==> src/rtl/bfc_pkg.sv <==
`default_nettype none

package bfc_pkg;

   localparam int COORD_BITS_DEF  = 16;
   localparam int NORMAL_BITS_DEF = 12;

   localparam int CSR_DATA_BITS  = 64;
   localparam int CSR_INDEX_BITS = 3;
   localparam int EXTRA_BITS     = 48;
   localparam int MODE_BITS      = 3;

   // origin and radius fields of far_word in radial mode
   localparam int ORIGIN_BITS = 16;
   localparam int RADIUS_LSB  = 48;

   typedef enum logic [CSR_INDEX_BITS-1:0] {
      CSR_SIDE_PLANE_0  = 3'd0,
      CSR_SIDE_PLANE_1  = 3'd1,
      CSR_SIDE_PLANE_2  = 3'd2,
      CSR_SIDE_PLANE_3  = 3'd3,
      CSR_FAR_WORD      = 3'd4,
      CSR_EXTRA_BOX_LOW = 3'd5,
      CSR_EXTRA_BOX_HI  = 3'd6,
      CSR_CULL_MODE     = 3'd7
   } csr_index_type;

   typedef enum logic [1:0] {
      FAR_OFF    = 2'd0,
      FAR_DEPTH  = 2'd1,
      FAR_RADIAL = 2'd2,
      FAR_OFF_3  = 2'd3
   } far_mode_type;

   // load enables of the plane pipeline stages
   typedef struct packed {
      logic load_prod;
      logic load_sum;
   } stage_en_type;

endpackage

`default_nettype wire

==> src/rtl/bfc_plane_dot.sv <==
`default_nettype none

module bfc_plane_dot #(
   parameter int COORD_BITS  = bfc_pkg::COORD_BITS_DEF,
   parameter int NORMAL_BITS = bfc_pkg::NORMAL_BITS_DEF
) (
   input  wire logic                          clock,
   input  wire bfc_pkg::stage_en_type         stage_en,
   input  wire logic [63:0]                   plane,
   input  wire logic [3*COORD_BITS-1:0]       box_lo,
   input  wire logic [3*COORD_BITS-1:0]       box_hi,
   output logic                               behind
);
   import bfc_pkg::*;

   localparam int DB = 64 - 3 * NORMAL_BITS;
   localparam int PW = NORMAL_BITS + COORD_BITS;
   localparam int SW = PW + 2;
   localparam int CW = ((SW > DB) ? SW : DB) + 1;

   logic signed [NORMAL_BITS-1:0] nrm    [3];
   logic signed [COORD_BITS-1:0]  corner [3];
   logic signed [PW-1:0]          prod_in [3];
   logic signed [PW-1:0]          prod_ff [3];
   logic signed [SW-1:0]          sum_in;
   logic signed [SW-1:0]          sum_ff;
   logic signed [DB-1:0]          plane_dist;

   // farthest corner along the normal: min coordinate for negative components
   always_comb begin
      for (int j = 0; j < 3; j++) begin
         nrm[j]     = plane[j*NORMAL_BITS +: NORMAL_BITS];
         corner[j]  = nrm[j][NORMAL_BITS-1] ? box_lo[j*COORD_BITS +: COORD_BITS]
                                            : box_hi[j*COORD_BITS +: COORD_BITS];
         prod_in[j] = PW'(nrm[j]) * PW'(corner[j]);
      end
   end

   assign sum_in     = SW'(prod_ff[0]) + SW'(prod_ff[1]) + SW'(prod_ff[2]);
   assign plane_dist = plane[63:3*NORMAL_BITS];
   assign behind     = CW'(sum_ff) < CW'(plane_dist);

   always_ff @(posedge clock) begin
      if (stage_en.load_prod) begin
         prod_ff <= prod_in;
      end
      if (stage_en.load_sum) begin
         sum_ff <= sum_in;
      end
   end

endmodule

`default_nettype wire

==> config.mk <==
export PLATFORM = sky130hd
export DESIGN_NAME = bfc_plane_dot
export DESIGN_NICKNAME = d
export VERILOG_FILES = /design/src/rtl/bfc_pkg.sv /design/src/rtl/bfc_plane_dot.sv
export SDC_FILE = /design/constraint.sdc
export NUM_CORES = 2
export LEC_CHECK = 0
export BUFFER_PORTS_ARGS = -buffer_cell sky130_fd_sc_hd__buf_2
export CAP_MARGIN = 25
export CORE_ASPECT_RATIO = 0.6
export CORE_MARGIN = 8
export CORE_UTILIZATION = 45
export CTS_CLUSTER_SIZE = 10
export DETAILED_ROUTE_END_ITERATION = 8
export PLACE_DENSITY_LB_ADDON = 0.2
export SLEW_MARGIN = 20
export SYNTH_ARGS = -nofsm -noshare
export SYNTH_HDL_FRONTEND = slang
export SYNTH_SLANG_ARGS = --single-unit
==> constraint.sdc <==
create_clock -name clock -period 6.8 [get_ports clock]
set_clock_uncertainty 0.2 [all_clocks]
set_input_delay 0.34 -clock clock [delete_from_list [all_inputs] [get_ports clock]]
set_output_delay 0.34 -clock clock [all_outputs]
set_load 0.01 [all_outputs]
Word level (Yosys, flattened, before mapping)
Cells that the tools add are included.
- flip-flop bits (word level): 114
- latch bits: 0
- RAM bits: 0
- ROM bits: 0
- input port bits: 163
- output and inout bits: 1
- logic and storage cells: 13
- memories kept: 0
- add/sub/neg operators: 2
- multiply operators: 3
- div/mod/pow operators: 0
- order comparisons: 1
- eq/ne operators: 0
- shifts and indexed selects: 0
- multiplexer cells: 3
- bitwise logic cells: 0
- reductions and logical operators: 0
- operator list (kind ; count):
    multiplier 12 x 16 -> 28 bit ; 3
    2-to-1 mux 16 bit ; 3
    adder 29 x 28 -> 30 bit ; 1
    less-than comparator 30 x 28 -> 1 bit ; 1
    adder 28 x 28 -> 29 bit ; 1

Logic depth before layout (Yosys ltp)
- word-level depth: 2
- mapped depth: 24
- mapped depth without buffers: 22

Worst setup path after synthesis
No wires, ideal clock.
- path type: input-to-reg
- from: in plane[23]
- to: reg prod_ff[54] in the netlist's numbering, data pin
- library setup time: 0.258 ns
- arrival: 5.722 ns
- required time: 6.342 ns
- path slack: 0.620 ns
- cell stages on the path: 21
- path buffers: 2
- path through: clkbuf_1 > mux2_2 > clkbuf_1 > and2_1 > fa_1 > ha_1 > fa_1 > inv_1 > fa_1 > fa_1 > inv_1 > ha_1 > o21a_1 > a2111oi_4 > o22a_2 > a31oi_1 > a41o_1 > o41ai_4 > o21bai_2 > a21oi_2 > xnor2_1
- RTL lines (element ; RTL line ; text):
    start, declared ; bfc_plane_dot.sv:9 ; input wire logic [63:0] plane,
    end signal, assigned ; bfc_plane_dot.sv:45 ; prod_ff <= prod_in;
    end, declared ; bfc_plane_dot.sv:24 ; logic signed [PW-1:0] prod_ff [3];

==> impl_metrics.tcl <==
set metrics [dict create \
    h-tree-depth 4 \
    cts_tree "done" \
    synth_area_sq_um 27100 \
    clk-insertion-delay-late_ns 0.41 \
    r2r_slack_ns 2.81 \
    layout.cells.non_filler 3721 \
    die_x_um 333 \
    outcome "finished clean" \
    grt_remaining_overflow 0 \
    cts-root-buf "clkbuf_16" \
    layout_common_cells "inv_1, fa_1, nand2_1" \
    dr.pass1.iters 5 \
    crit_family "adder cells" \
    slowest_stage "fa_1" \
    rsz0062_at_grt "no" \
    whs_ns 0.292 \
    grt.total_usage 0.193 \
    critical_path_class "in -> reg" \
    crit_buf_inv 5 \
    synth_edf_count 114 \
    post_cts_buffers 0 \
    coreArea_sq_um 59400 \
    ys_warn_count 0 \
    remaining_drc_errors 0 \
    max_stage_delay_ns 0.55 \
    antenna_found_initial 0 \
    setup_viol 0 \
    dpl_cell_area_sq_um 28600 \
    initial_core_util 0.456 \
    drt_iter0_markers 1172 \
    routed_wl_mm 64.5 \
    port_buffers 163 \
    fp-row-count 69 \
    max_freq_mhz 159 \
    drv_slew 0 \
    cts_resized 0 \
    grt_max_degree 80 \
    cp.required_ns 6.75 \
    cts_inserted_buffers 17 \
    dr_total_vias 18600 \
    finalHoldViolations 0 \
    drtAntennaViolNets 0 \
    syn_inst 2825 \
    tns_ns 0 \
    wl_per_cell_um 17.3 \
    yosysSeqAreaShare 0.126 \
    fin_crit_sh 0.925 \
    async_flop_share 0 \
    synthFlopType "edfxtp_1" \
    grt_pass1_vias 20200 \
    min_period_ns 6.29 \
    setup.worst_path.end_class "register" \
    tightest_slew_ns 0.664 \
    path_cells "buf_2 > mux2_2 > and2_1 > fa_1 > inv_1 > fa_1 > inv_1 > fa_1 > fa_1 > inv_1 > fa_1 > inv_1 > ha_1 > nor4_1 > a21oi_1 > o211ai_1 > a31oi_1 > a21o_1 > a21oi_1 > xnor2_1" \
    holdCritPathClass "in -> reg" \
    relSlewSlack 0.558 \
    ys_types 58 \
    antenna-diode-count 0 \
    dpl.cell_count 3687 \
    mostFrequentLayoutCell "inv_1" \
    cpMostUsedCell "fa_1" \
    yosysTopAreaCell "fa_1" \
    area_growth_pct 7.91 \
    startpoint_type "input port" \
    final_nets 3887 \
    hpwl_mm 56.6 \
    cts_buffer_depth 2 \
    synth_top_area_frac 0.416 \
    finish.instance_area_sq_um 29200 \
    syn_area_per_cell_sq_um 9.59 \
    io_pins 164 \
    globalplace.congestion 0.872 \
    dieArea_sq_um 68600 \
    drive_above_1_share 0.0915 \
    arrival_ns 6.25 \
    viasPerCell 5.00 \
    synthTopCellsByArea "fa_1, edfxtp_1, ha_1, inv_1, nand2_1" \
    critPathMaxFanout 21 \
    cap_violations 0 \
    die_height_um 206 \
    clock_sinks 114 \
    grt_pass1_wl_mm 107 \
    path_clk_slew_ns 0.06 \
    synthesis.nets 3785 \
    hold_buffers 1 \
    ys_seq_elements 114 \
]
## synthesized netlist by cell type (all sizes together) (13+ instances only)
cell type / number
nand3: 13
o21ai: 36
a21oi: 83
clkbuf: 91
mux2: 48
inv: 675
xor2: 23
fa: 563
xnor2: 84
o21a: 25
edfxtp: 114
and2: 183
nor2b: 15
nand2: 387
nand2b: 15
nor2: 92
ha: 234
a21o: 42
## through the flow
stage               worst slack (ns)   util
global placement               0.289  0.482
finish                         0.508  0.492
CTS                            0.592  0.492
detailed placement             0.159  0.482
floorplan                      0.620      -
global route                   0.321  0.492
## worst paths after layout
kind / startpoint / end / depth (start not counted)
setup / recovery: plane[23] / prod_ff[55] / 20
hold / removal: plane[24] / prod_ff[0] / 2
setup reg to reg: prod_ff[57] / sum_ff[29] / 13
hold reg to reg: prod_ff[1] / sum_ff[1] / 2
## worst register-to-register path, stage by stage (launching register included)
cell and delay, ns:
edfxtp_1 0.47, fa_1 0.52, ha_1 0.16, inv_1 0.06, fa_1 0.45, nor2b_1 0.17, o31a_1 0.22, o22ai_2 0.13
o21ai_2 0.26, a211o_1 0.25, nor3b_2 0.08, o311ai_1 0.36, o211ai_2 0.17, o221a_1 0.25
## final cells by class
class                   instances  area (sq um)
clock buffers                  17           425
clock inverters                15           159
fillers                      5496         30200
inverters                     675          2530
multi-input cells            1945         20800
flip-flops and latches        114          3420
well taps                     781           977
repair buffers                174           923
## state kept, by name, indices dropped and copies added, names as in the netlist
name     cells
prod_ff     84
sum_ff      30
## routing by layer
layer / up-vias / wire length [um] / track usage
met4: 0 / 378 / 0.0188
met2: 531 / 25500 / 0.271
met3: 37 / 4720 / 0.0461
met5: - / 0 / 0
li1: 8744 / - / -
met1: 9296 / 33900 / 0.308
## kinds of logic after synthesis
family	synth area share
adder cells (fa/ha/maj)	0.524
buffers and inverters	0.106
AND/OR/NAND/NOR	0.128
AO/OA/AOI/OAI	0.0613
flip-flops	0.126
XOR/XNOR	0.0346
multiplexers	0.0200
Power is left out: the tool's default activity adds up to more than one toggle a clock period on the data nets, which glitch-free logic cannot reach.
